--- config.mk ---
export PLATFORM = sky130hd
export DESIGN_NAME = arp_cache_with_learning
export DESIGN_NICKNAME = d
export VERILOG_FILES = /design/src/sv/arpc_pkg.sv /design/src/sv/arpc_front.sv /design/src/sv/arpc_engine.sv /design/src/sv/arp_cache_with_learning.sv
export VERILOG_INCLUDE_DIRS = /design/src /design/src/sv
export SDC_FILE = /design/constraint.sdc
export NUM_CORES = 2
export LEC_CHECK = 0
export BUFFER_PORTS_ARGS = -buffer_cell sky130_fd_sc_hd__buf_4
export CAP_MARGIN = 20
export CORE_MARGIN = 4
export CORE_UTILIZATION = 45
export CTS_CLUSTER_DIAMETER = 200
export DETAILED_ROUTE_END_ITERATION = 12
export GPL_TIMING_DRIVEN = 1
export PLACE_DENSITY = 0.68
export SLEW_MARGIN = 20
export SYNTH_ARGS = -nofsm -noshare
export SYNTH_HDL_FRONTEND = slang
export SYNTH_HIERARCHICAL = 1
export SYNTH_SLANG_ARGS = --single-unit
--- constraint.sdc ---
create_clock -name clk -period 14.2 [get_ports clk]
set_input_delay 2.84 -clock clk [delete_from_list [all_inputs] [get_ports clk]]
set_output_delay 2.84 -clock clk [all_outputs]
set_load 0.005 [all_outputs]
--- src/sv/arp_cache_with_learning_macros.svh ---
// ----------------------------------------------------------------------------
// ARP cache assertion macros
// Concurrent assertion wrappers, empty for synthesis.
// ----------------------------------------------------------------------------
`ifndef ARP_CACHE_WITH_LEARNING_MACROS_SVH
`define ARP_CACHE_WITH_LEARNING_MACROS_SVH
`ifndef SYNTHESIS
`define ARPC_ASSERT_IMP(label, clk, rst_n, a, c) \
  label: assert property (@(posedge clk) disable iff (!rst_n) (a) |-> (c)) \
    else $error("assertion failed");
`define ARPC_ASSERT_NXT(label, clk, rst_n, a, c) \
  label: assert property (@(posedge clk) disable iff (!rst_n) (a) |=> (c)) \
    else $error("assertion failed");
`else
`define ARPC_ASSERT_IMP(label, clk, rst_n, a, c)
`define ARPC_ASSERT_NXT(label, clk, rst_n, a, c)
`endif
`endif

--- src/sv/arpc_pkg.sv ---
// ----------------------------------------------------------------------------
// ARP cache package
// Shared types and constants.
// ----------------------------------------------------------------------------
`timescale 1ns / 1ps
package arpc_pkg;
  localparam logic [1:0]  OP_POLL = 2'd0;
  localparam logic [1:0]  OP_LOOKUP = 2'd1;
  localparam logic [1:0]  OP_PACKET = 2'd2;
  localparam logic [15:0] MIN_PACKET_LEN = 16'd28;
  localparam logic [15:0] HW_ETHERNET = 16'd1;
  localparam logic [15:0] PROTO_IPV4 = 16'h0800;
  localparam logic [15:0] OPCODE_REQUEST = 16'd1;
  localparam logic [31:0] RESET_TIMEOUT_MS = 32'd60000;
  localparam logic [0:0]  CFG_TIMEOUT = 1'b0;
  localparam logic [0:0]  CFG_OWN_ADDR = 1'b1;

  typedef enum logic [1:0] {
    CMD_POLL,
    CMD_LOOKUP,
    CMD_LEARN
  } cmd_kind_t;

  typedef struct packed {
    cmd_kind_t   kind;
    logic [31:0] now_ms;
    logic [31:0] addr;
    logic [47:0] hw_addr;
    logic        reply;
  } cmd_t;
endpackage

--- src/sv/arpc_front.sv ---
// ----------------------------------------------------------------------------
// ARP cache front end
// Accept items, check packets, queue commands for the table engine.
// ----------------------------------------------------------------------------
`timescale 1ns / 1ps
module arpc_front import arpc_pkg::*; (
  input  logic        clk,
  input  logic        rst_n,
  input  logic        in_valid,
  output logic        in_ready,
  input  logic [1:0]  in_op,
  input  logic [31:0] in_now_ms,
  input  logic [31:0] in_query_address,
  input  logic [47:0] in_sender_hw_address,
  input  logic [31:0] in_request_target_address,
  input  logic [15:0] in_hardware_kind,
  input  logic [15:0] in_protocol_kind,
  input  logic [15:0] in_arp_operation,
  input  logic [15:0] in_packet_length,
  input  logic [31:0] own_addr,
  output logic        cmd_valid,
  input  logic        cmd_ready,
  output cmd_t        cmd
);
  cmd_t       q_r [2];
  logic [1:0] cnt_r, cnt_nxt;
  logic       wp_r, rp_r;
  cmd_t       c;
  logic       ok, push, pop;

  always_comb begin
    ok = (in_packet_length >= MIN_PACKET_LEN) && (in_hardware_kind == HW_ETHERNET)
      && (in_protocol_kind == PROTO_IPV4);
    c.now_ms = in_now_ms;
    c.addr = in_query_address;
    c.hw_addr = in_sender_hw_address;
    c.reply = (in_arp_operation == OPCODE_REQUEST)
      && (in_request_target_address == own_addr);
    case (in_op)
      OP_LOOKUP: c.kind = CMD_LOOKUP;
      OP_PACKET: c.kind = ok ? CMD_LEARN : CMD_POLL;
      default:   c.kind = CMD_POLL;
    endcase
  end

  assign in_ready = (cnt_r != 2'd2);
  assign push = in_valid && in_ready;
  assign cmd_valid = (cnt_r != 2'd0);
  assign pop = cmd_valid && cmd_ready;
  assign cmd = q_r[rp_r];
  assign cnt_nxt = cnt_r + {1'b0, push} - {1'b0, pop};

  always_ff @(posedge clk) begin
    if (!rst_n) begin
      cnt_r <= '0;
      wp_r <= 1'b0;
      rp_r <= 1'b0;
    end else begin
      cnt_r <= cnt_nxt;
      if (push) wp_r <= ~wp_r;
      if (pop) rp_r <= ~rp_r;
    end
    if (push) q_r[wp_r] <= c;
  end
endmodule

--- src/sv/arpc_engine.sv ---
// ----------------------------------------------------------------------------
// ARP cache table engine
// Scan the table per command: age, match, free and oldest search, write back.
// ----------------------------------------------------------------------------
`timescale 1ns / 1ps
`include "arp_cache_with_learning_macros.svh"
module arpc_engine import arpc_pkg::*; #(
  parameter int TABLE_ENTRIES = 16
) (
  input  logic        clk,
  input  logic        rst_n,
  input  logic [31:0] timeout,
  input  logic        cmd_valid,
  output logic        cmd_ready,
  input  cmd_t        cmd,
  output logic        out_valid,
  input  logic        out_ready,
  output logic        out_found,
  output logic [47:0] out_found_hw_address,
  output logic        out_packet_accepted,
  output logic        out_send_reply,
  output logic [47:0] out_reply_dest_hw_address,
  output logic [31:0] out_reply_dest_address
);
  localparam int IW = (TABLE_ENTRIES > 1) ? $clog2(TABLE_ENTRIES) : 1;
  localparam int CW = $clog2(TABLE_ENTRIES + 1);
  localparam logic [1:0] S_IDLE = 2'd0;
  localparam logic [1:0] S_SCAN = 2'd1;
  localparam logic [1:0] S_DONE = 2'd2;

  logic [TABLE_ENTRIES-1:0] vld_r;
  logic [31:0] pa_r [TABLE_ENTRIES];
  logic [47:0] hw_r [TABLE_ENTRIES];
  logic [31:0] ls_r [TABLE_ENTRIES];

  logic [1:0]    st_r;
  logic [CW-1:0] i_r;
  cmd_t          c_r;
  logic          hit_r, free_r;
  logic [IW-1:0] hit_idx_r, free_idx_r, old_idx_r;
  logic [31:0]   old_ts_r;
  logic [47:0]   hit_hw_r;
  logic          ov_r;
  logic          of_r, opa_r, osr_r;
  logic [47:0]   ofh_r, orh_r;
  logic [31:0]   ora_r;

  logic [IW-1:0] idx, slot;
  logic          alive, match;
  logic [31:0]   age;
  logic          fire;

  assign idx = i_r[IW-1:0];
  assign age = c_r.now_ms - ls_r[idx];
  assign alive = vld_r[idx] && (age < timeout);
  assign match = alive && (pa_r[idx] == c_r.addr);
  assign cmd_ready = (st_r == S_IDLE);
  assign slot = hit_r ? hit_idx_r : (free_r ? free_idx_r : old_idx_r);
  assign fire = (st_r == S_DONE) && (!ov_r || out_ready);

  always_ff @(posedge clk) begin
    if (!rst_n) begin
      st_r <= S_IDLE;
      vld_r <= '0;
      ov_r <= 1'b0;
      i_r <= '0;
      for (int k = 0; k < TABLE_ENTRIES; k++) begin
        ls_r[k] <= '0;
        pa_r[k] <= '0;
        hw_r[k] <= '0;
      end
    end else begin
      if (fire) ov_r <= 1'b1;
      else if (ov_r && out_ready) ov_r <= 1'b0;
      case (st_r)
        S_IDLE: begin
          if (cmd_valid) begin
            c_r <= cmd;
            i_r <= '0;
            hit_r <= 1'b0;
            free_r <= 1'b0;
            old_idx_r <= '0;
            old_ts_r <= ls_r[0];
            st_r <= S_SCAN;
          end
        end
        S_SCAN: begin
          vld_r[idx] <= alive;
          if (match && !hit_r) begin
            hit_r <= 1'b1;
            hit_idx_r <= idx;
            hit_hw_r <= hw_r[idx];
          end
          if (!alive && !free_r) begin
            free_r <= 1'b1;
            free_idx_r <= idx;
          end
          if (ls_r[idx] < old_ts_r) begin
            old_ts_r <= ls_r[idx];
            old_idx_r <= idx;
          end
          if (i_r == CW'(TABLE_ENTRIES - 1)) st_r <= S_DONE;
          i_r <= i_r + 1'b1;
        end
        S_DONE: begin
          if (fire) begin
            if (c_r.kind == CMD_LEARN) begin
              vld_r[slot] <= 1'b1;
              pa_r[slot] <= c_r.addr;
              hw_r[slot] <= c_r.hw_addr;
              ls_r[slot] <= c_r.now_ms;
            end
            of_r <= (c_r.kind == CMD_LOOKUP) && hit_r;
            ofh_r <= ((c_r.kind == CMD_LOOKUP) && hit_r) ? hit_hw_r : '0;
            opa_r <= (c_r.kind == CMD_LEARN);
            osr_r <= (c_r.kind == CMD_LEARN) && c_r.reply;
            orh_r <= ((c_r.kind == CMD_LEARN) && c_r.reply) ? c_r.hw_addr : '0;
            ora_r <= ((c_r.kind == CMD_LEARN) && c_r.reply) ? c_r.addr : '0;
            st_r <= S_IDLE;
          end
        end
        default: st_r <= S_IDLE;
      endcase
    end
  end

  assign out_valid = ov_r;
  assign out_found = of_r;
  assign out_found_hw_address = ofh_r;
  assign out_packet_accepted = opa_r;
  assign out_send_reply = osr_r;
  assign out_reply_dest_hw_address = orh_r;
  assign out_reply_dest_address = ora_r;

  `ARPC_ASSERT_NXT(a_accept_scan, clk, rst_n, cmd_valid && cmd_ready, st_r == S_SCAN)
  `ARPC_ASSERT_IMP(a_reply_learn, clk, rst_n, ov_r && osr_r, opa_r)
  `ARPC_ASSERT_IMP(a_found_lone, clk, rst_n, ov_r && of_r, !opa_r)
endmodule

--- src/sv/arp_cache_with_learning.sv ---
// ----------------------------------------------------------------------------
// ARP cache with learning
// The table engine takes one item at a time: it accepts it when idle, scans
// every entry in turn for aging and searches, then writes back and dispatches
// the result; a two-entry queue lets the front end take items while it works.
// ----------------------------------------------------------------------------
`timescale 1ns / 1ps
module arp_cache_with_learning import arpc_pkg::*; #(
  parameter int TABLE_ENTRIES = 16
) (
  input  logic        clk,
  input  logic        rst_n,
  input  logic        cfg_we,
  input  logic [0:0]  cfg_index,
  input  logic [31:0] cfg_data,
  input  logic        in_valid,
  output logic        in_ready,
  input  logic [1:0]  in_op,
  input  logic [31:0] in_now_ms,
  input  logic [31:0] in_query_address,
  input  logic [47:0] in_sender_hw_address,
  input  logic [31:0] in_request_target_address,
  input  logic [15:0] in_hardware_kind,
  input  logic [15:0] in_protocol_kind,
  input  logic [15:0] in_arp_operation,
  input  logic [15:0] in_packet_length,
  output logic        out_valid,
  input  logic        out_ready,
  output logic        out_found,
  output logic [47:0] out_found_hw_address,
  output logic        out_packet_accepted,
  output logic        out_send_reply,
  output logic [47:0] out_reply_dest_hw_address,
  output logic [31:0] out_reply_dest_address
);
  logic [31:0] timeout_r, own_r;
  logic        cmd_valid, cmd_ready;
  cmd_t        cmd;

  always_ff @(posedge clk) begin
    if (!rst_n) begin
      timeout_r <= RESET_TIMEOUT_MS;
      own_r <= '0;
    end else if (cfg_we) begin
      case (cfg_index)
        CFG_TIMEOUT:  timeout_r <= cfg_data;
        CFG_OWN_ADDR: own_r <= cfg_data;
        default: ;
      endcase
    end
  end

  arpc_front u_front (
    .clk, .rst_n, .in_valid, .in_ready, .in_op, .in_now_ms, .in_query_address,
    .in_sender_hw_address, .in_request_target_address, .in_hardware_kind,
    .in_protocol_kind, .in_arp_operation, .in_packet_length,
    .own_addr(own_r), .cmd_valid, .cmd_ready, .cmd
  );

  arpc_engine #(.TABLE_ENTRIES(TABLE_ENTRIES)) u_engine (
    .clk, .rst_n, .timeout(timeout_r), .cmd_valid, .cmd_ready, .cmd,
    .out_valid, .out_ready, .out_found, .out_found_hw_address,
    .out_packet_accepted, .out_send_reply, .out_reply_dest_hw_address,
    .out_reply_dest_address
  );
endmodule
* Word-level counts from Yosys, hierarchy flattened
Memories as Yosys holds them, arrays and structs flattened. A register that Yosys moved wholly into a read port is not among the register bits.
Index checks and enable logic that the tools add are counted.
** Word-level totals
- Register bits after elaboration :: 269
- Memories :: 4
- Logic and storage cells :: 154
- Memory bits (writable) :: 2022
- Input bits :: 248
- Bits in latches :: 0
- Memory bits (read-only) :: 0
** Operators by class
- Order comparisons :: 7
- Reductions and logical operators :: 40
- $mul :: 0
- Eq/ne operators :: 20
- Bitwise gates (word level) :: 4
- Mux-type cells :: 54
- $add $sub $neg :: 4
- Divide/modulo/power cells :: 0
- Shifts and indexed selects :: 0
** Memories
- u_engine.hw_r :: depth 16, bits a word 48, rd ports 1, clocked after Yosys merged registers in 1, wr ports 16, line arpc_engine.sv:33 : logic [47:0] hw_r [TABLE_ENTRIES];
- u_engine.ls_r :: depth 16, bits a word 32, rd ports 2, clocked after Yosys merged registers in 1, wr ports 16, line arpc_engine.sv:34 : logic [31:0] ls_r [TABLE_ENTRIES];
- u_engine.pa_r :: depth 16, bits a word 32, rd ports 1, clocked after Yosys merged registers in 1, wr ports 16, line arpc_engine.sv:32 : logic [31:0] pa_r [TABLE_ENTRIES];
- u_front.q_r :: depth 2, bits a word 115, rd ports 1, clocked after Yosys merged registers in 1, wr ports 1, line arpc_front.sv:25 : cmd_t q_r [2];
** Operator list (count)
- 32-bit 2-to-1 mux :: 4
- 32-bit equality test :: 2
- 32-bit < comparator :: 2
- 32-bit case mux with 2 select lines :: 1
- 32-bit OR reduction :: 2
- 48-bit 2-to-1 mux :: 1
- 48-bit OR reduction :: 1
- 4-bit 2-to-1 mux :: 11
- 16-bit by 1-bit equality test with 1-bit output (second input constant) :: 2
- 16-bit 2-to-1 mux :: 2
- 16-bit case mux with 2 select lines :: 1
- 32-bit subtractor :: 1
- 1-bit 2-to-1 mux :: 19
- 3-bit AND reduction :: 6
- 16-bit bitwise mux :: 1
- 16-bit by 12-bit equality test with 1-bit output (second input constant) :: 1
- 16-bit by 5-bit greater-or-equal comparator with 1-bit output (second input constant) :: 1
- 16-bit bitwise OR :: 1
- 1-bit logical AND :: 15
- 2-bit by 1-bit != test with 1-bit output (second input constant) :: 6
- 4-bit AND reduction :: 3
- 4-bit by 5-bit < comparator with 1-bit output (second input constant) :: 2
- 5-bit case mux with 2 select lines :: 1
- 1-bit demux with 4-bit select :: 2
- 21 further kinds :: 41

* Logic depth before layout (Yosys ltp)
- Depth after elaboration :: 10
- Gate-level depth with buffers :: 29
- Depth with buffers taken out :: 24

* Modules after synthesis
The synthesis kept the hierarchy.
** Modules (own cells, without submodules)
- arpc_engine :: cells an instance 6019, area an instance 96665.2 µm², sequential area each 64581.9 µm², times used 1
- arpc_front :: cells an instance 446, area an instance 8983.6 µm², sequential area each 7006.7 µm², times used 1
- arp_cache_with_learning :: cells an instance 254, area an instance 2483.6 µm², sequential area each 1281.2 µm², times used 1

* Worst setup path before layout
OpenSTA, ideal clock, no wires.
- Path kind :: input-to-reg
- Start point :: input port out_ready
- End point :: memory u_engine.hw_r[10][0] (enable)
- Stages on the path :: 6
- Arrival time :: 11.494 ns
- Path slack :: 1.969 ns
- Data required time :: 13.462 ns
- Buffers on the path :: 2
- Cell sequence :: nand2b_1 > and3_1 > clkbuf_1 > nand3_1 > clkbuf_1 > o21ai_0
** RTL lines
- start: declaration :: line arp_cache_with_learning.sv:28 : input logic out_ready,
- end: declaration :: line arpc_engine.sv:33

==> load_flow_metrics.sql <==
INSERT INTO impl_metrics (metric_group, metric, value, unit) VALUES
('floorplanning', 'die_w', '498', 'um'),
('global_routing', 'total_gr_overflow', '0', ''),
('clock_network', 'clk_latency', '950', 'ps'),
('sta', 'timing_worst_slew_pin_value', '1250', 'ps'),
('setup_path', 'rr_endpoint', 'u_engine/hit_r', ''),
('setup_path', 'worstSetupPathType', 'register to register', ''),
('sta', 'timing.setup.tns', '0', 'ps'),
('sta', 'fin_ws', '5090', 'ps'),
('clock_network', 'postCtsSetupBuffers', '0', ''),
('floorplanning', 'die_area', '248000', 'um2'),
('synth', 'ffs_w_async_s_r_synth', '0', ''),
('clock_network', 'resize_count_post_cts', '0', ''),
('synth', 'yosysUniqueCellTypes', '68', ''),
('clock_network', 'clk_transition_reported_paths', '60', 'ps'),
('flow_run', 'max-cap-violations', '0', ''),
('clock_network', 'clockBufferDepth', '4', ''),
('setup_path', 'timing.critical_path.mode_cell', 'sky130_fd_sc_hd__a21o_1', ''),
('setup_path', 'worst-endpoint-arrival', '9720', 'ps'),
('status', 'outcome', 'finished, final reports clean', ''),
('synth', 'sequential_cell_area_fraction_in_the_yosys_report', '0.674', ''),
('setup_path', 'endpoint', 'u_engine/hit_r', ''),
('setup_path', 'critPathLaunchType', 'register', ''),
('sta', 'clock.fmax', '110', 'MHz'),
('pwr', 'vdd.ir_drop.worst', '0.131', 'mV'),
('floorplanning', 'floorplan.rows', '179', ''),
('sta', 'final.period_utilization', '0.641', ''),
('clock_network', 'ctsHoldBuffers', '0', ''),
('route', 'antenna_left', '0', ''),
('sta', 'count_of_endpoints_failing_hold_in_the_final_timing_report', '0', ''),
('synth', 'dominantRegCellSynth', 'sky130_fd_sc_hd__edfxtp_1', ''),
('setup_path', 'cp_num_buf_inv', '4', ''),
('placed_design', 'dp_slack', '4920', 'ps'),
('placed_design', 'dpl-instance-area', '114000', 'um2'),
('setup_path', 'timing.critical_path.cells', 'buf_12, mux4_2, mux4_2, inv_1, ha_1, a211oi_1, a211oi_1, nor2_1, a2111oi_0, buf_4, o41ai_1, a21boi_0, ha_1, a21o_1, a21o_1, a21o_1, a21o_1, a21oi_1, o2111ai_1, a31o_2, nor4_4, buf_4, or2_1', ''),
('route', 'avgRoutedWirePerCell', '28.3', 'um'),
('worst_hold_path', 'worstHoldPathType', 'register to register', ''),
('setup_path', 'critical_path_peak_fanout', '99', ''),
('global_routing', 'grt.total_usage', '0.232', ''),
('global_routing', 'grt_first_pass_wirelength', '425000', 'um'),
('setup_path', 'timing.critical_path.required', '14820', 'ps'),
('synth', 'synthesis.nets', '7069', ''),
('synth', 'syn_area', '108000', 'um2'),
('setup_path', 'critical_path_cell_count', '23', ''),
('pwr', 'power_per_cell_area', '149', 'nW/um2'),
('synth', 'ys_ff_latch', '2459', ''),
('placed_design', 'gp_congestion', '0.829', ''),
('setup_path', 'ff2ff_setup_slack', '5090', 'ps'),
('sta', 'max-slew-margin-rel', '0.162', ''),
('floorplanning', 'initial_utilization', '0.453', ''),
('route', 'drt_iter0_drc', '7204', ''),
('final_layout', 'fillers', '19313', ''),
('sta', 'skew', '87.6', 'ps'),
('setup_path', 'slowest_delay', '910', 'ps'),
('pwr', 'power.static_leakage', '44.0', 'nW'),
('route', 'viasPerCell', '5.82', ''),
('route', 'firstDrtPassIters', '7', ''),
('global_routing', 'first_global_vias', '61404', ''),
('route', 'wirelength', '292000', 'um'),
('setup_path', 'r2r_cells', '23', ''),
('clock_network', 'cts_made_buffers', '279', ''),
('synth', 'synthesis.area_per_instance', '16.1', 'um2'),
('floorplanning', 'chipHeight', '498', 'um'),
('route', 'route.vias.total', '60201', ''),
('sta', 'layout_min_cycle_time', '9110', 'ps'),
('floorplanning', 'boundaryPins', '381', ''),
('global_routing', 'grt_antenna_before_repair', '18', ''),
('clock_network', 'tritoncts_clock_tree', 'yes', ''),
('setup_path', 'critical-path-top-delay-family', 'compound AO/OA/AOI/OAI gates', ''),
('final_layout', 'finalNetCount', '7319', ''),
('synth', 'synth.yosys.warnings', '6', ''),
('placed_design', 'post-dp-hpwl', '156000', 'um');
-- cell usage after synthesis, types with 4 or more instances --
cell | instances | area (um2)
sky130_fd_sc_hd__a211oi_1 | 13 | 97.6
sky130_fd_sc_hd__a21boi_0 | 4 | 30.0
sky130_fd_sc_hd__a21o_1 | 28 | 210
sky130_fd_sc_hd__a21oi_1 | 76 | 380
sky130_fd_sc_hd__a31oi_1 | 17 | 106
sky130_fd_sc_hd__a41oi_1 | 10 | 87.6
sky130_fd_sc_hd__and2_1 | 1837 | 11500
sky130_fd_sc_hd__and3_1 | 91 | 569
sky130_fd_sc_hd__buf_1 | 37 | 139
sky130_fd_sc_hd__buf_2 | 43 | 215
sky130_fd_sc_hd__buf_4 | 6 | 45.0
sky130_fd_sc_hd__buf_6 | 18 | 203
sky130_fd_sc_hd__clkbuf_1 | 438 | 1640
sky130_fd_sc_hd__dfxtp_1 | 97 | 1940
sky130_fd_sc_hd__edfxtp_1 | 2362 | 70900
sky130_fd_sc_hd__ha_1 | 101 | 1260
sky130_fd_sc_hd__inv_1 | 120 | 450
sky130_fd_sc_hd__mux2_2 | 117 | 1320
sky130_fd_sc_hd__mux2i_1 | 83 | 831
sky130_fd_sc_hd__mux4_2 | 544 | 12300
sky130_fd_sc_hd__nand2_1 | 160 | 601
sky130_fd_sc_hd__nand2b_1 | 9 | 56.3
sky130_fd_sc_hd__nand3_1 | 25 | 125
sky130_fd_sc_hd__nand3b_1 | 7 | 52.6
sky130_fd_sc_hd__nand4_1 | 26 | 163
sky130_fd_sc_hd__nor2_1 | 81 | 304
sky130_fd_sc_hd__nor2b_1 | 28 | 175
sky130_fd_sc_hd__nor3_1 | 26 | 130
sky130_fd_sc_hd__nor4_1 | 24 | 150
sky130_fd_sc_hd__nor4b_1 | 4 | 35.0
sky130_fd_sc_hd__o211ai_1 | 15 | 113
sky130_fd_sc_hd__o21a_1 | 12 | 90.1
sky130_fd_sc_hd__o21ai_0 | 93 | 465
sky130_fd_sc_hd__o21ai_1 | 8 | 40.0
sky130_fd_sc_hd__o21bai_1 | 6 | 45.0
sky130_fd_sc_hd__xnor2_1 | 37 | 324
sky130_fd_sc_hd__xor2_1 | 65 | 569
-- power breakdown --
group	internal (mW)	total, mW	switching (mW)
Combinational	1.17	2.71	1.54
Clock	3.92	6.73	2.81
Sequential	8.44	8.87	0.434
Total	13.5	18.3	4.79
-- cell type report --
cell class	count	area, um2	share of cell area
Clock inverter	122	908	0.00741
Timing Repair Buffer	514	4020	0.0328
Multi-Input combinational cell	3594	32900	0.268
Clock buffer	357	7470	0.0609
Tap cell	3167	3960	0.0323
Inverter	121	454	0.00370
Sequential cell	2459	72900	0.595
Antenna cell	2	5.00	0.0000408
-- flip-flops by register name, summed over array words and instances, names as in the netlist, 2 cells and up, named ones only --
signal and flops:
u_engine/hit_hw_r 48, u_engine/ls_r 512, u_engine/out_reply_dest_hw_address 48, u_engine/i_r 5, u_front/q_r 230, u_front/cnt_r 2, u_engine/out_found_hw_address 48, u_engine/pa_r 512
u_engine/vld_r 16, timeout_r 32, u_engine/out_reply_dest_address 32, u_engine/old_idx_r 4, u_engine/free_idx_r 4, u_engine/old_ts_r 32, own_r 32, u_engine/st_r 2
u_engine/hit_idx_r 4, u_engine/c_r 115, u_engine/hw_r 768
-- tightest hold or removal path, stage by stage, from the launching register on --
cell	delay, ps
sky130_fd_sc_hd__dfxtp_1	310
sky130_fd_sc_hd__nand2_1	50
sky130_fd_sc_hd__mux2i_1	50
-- logic make-up after synthesis --
logic type | after synthesis | synth area share
simple gates | 2335 | 0.129
fa+ha+maj | 102 | 0.0119
xor+xnor | 102 | 0.00826
buf+inv | 666 | 0.0255
compound gates | 311 | 0.0180
flops | 2459 | 0.674
mux | 744 | 0.133
-- through the flow --
stage | hold WS, ps | utilization | power (mW) | instances
after global placement | 446 | 0.478 | 11.7 | 9848
after detailed placement | 450 | 0.479 | 11.8 | 9855
after CTS | 462 | 0.514 | 18.5 | 10334
after floorplan | 432 | - | 10.8 | 6719
after global routing | 487 | 0.514 | 19.0 | 10335
final | 456 | 0.514 | 18.3 | 10336
-- metal layers --
metal | GRT usage | wire length (um)
met4 | 0.0762 | 9910
met5 | 0 | 22
met3 | 0.0423 | 26800
met1 | 0.312 | 113000
met2 | 0.385 | 142000
-- worst min path at each step --
stage	startpoint	end	depth (start not counted)
after floorplan	timeout_r[0]	timeout_r[0]	2
after global placement	timeout_r[2]	timeout_r[2]	2
after detailed placement	timeout_r[2]	timeout_r[2]	2
after CTS	timeout_r[22]	timeout_r[22]	2
after global routing	timeout_r[1]	timeout_r[1]	2
final	timeout_r[22]	timeout_r[22]	2
-- placed cells by master, fill, tap and decap left out, drive strengths merged, types with 7 or more instances in the layout --
| cell | Yosys | layout |
|---|---|---|
| nand2 | 160 | 160 |
| o211ai | 15 | 15 |
| a31oi | 17 | 17 |
| xor2 | 65 | 65 |
| edfxtp | 2362 | 2362 |
| and2 | 1837 | 1837 |
| mux4 | 544 | 544 |
| o21a | 12 | 12 |
| nand2b | 9 | 9 |
| clkinv | 1 | 98 |
| nor4 | 25 | 25 |
| a41oi | 10 | 10 |
| a211oi | 13 | 13 |
| clkbuf | 438 | 357 |
| and3 | 91 | 91 |
| mux2i | 83 | 83 |
| bufinv | 0 | 12 |
| ha | 101 | 101 |
| xnor2 | 37 | 37 |
| nand4 | 26 | 26 |
| nor2b | 29 | 29 |
| mux2 | 117 | 117 |
| buf | 107 | 514 |
| nand3b | 7 | 7 |
| o21ai | 101 | 101 |
| nor3 | 26 | 26 |
| inv | 120 | 127 |
| a21oi | 76 | 76 |
| nor2 | 81 | 81 |
| a21o | 28 | 28 |
| dfxtp | 97 | 97 |
| nand3 | 25 | 25 |
Note: power is estimated with default switching activity, not from simulation.
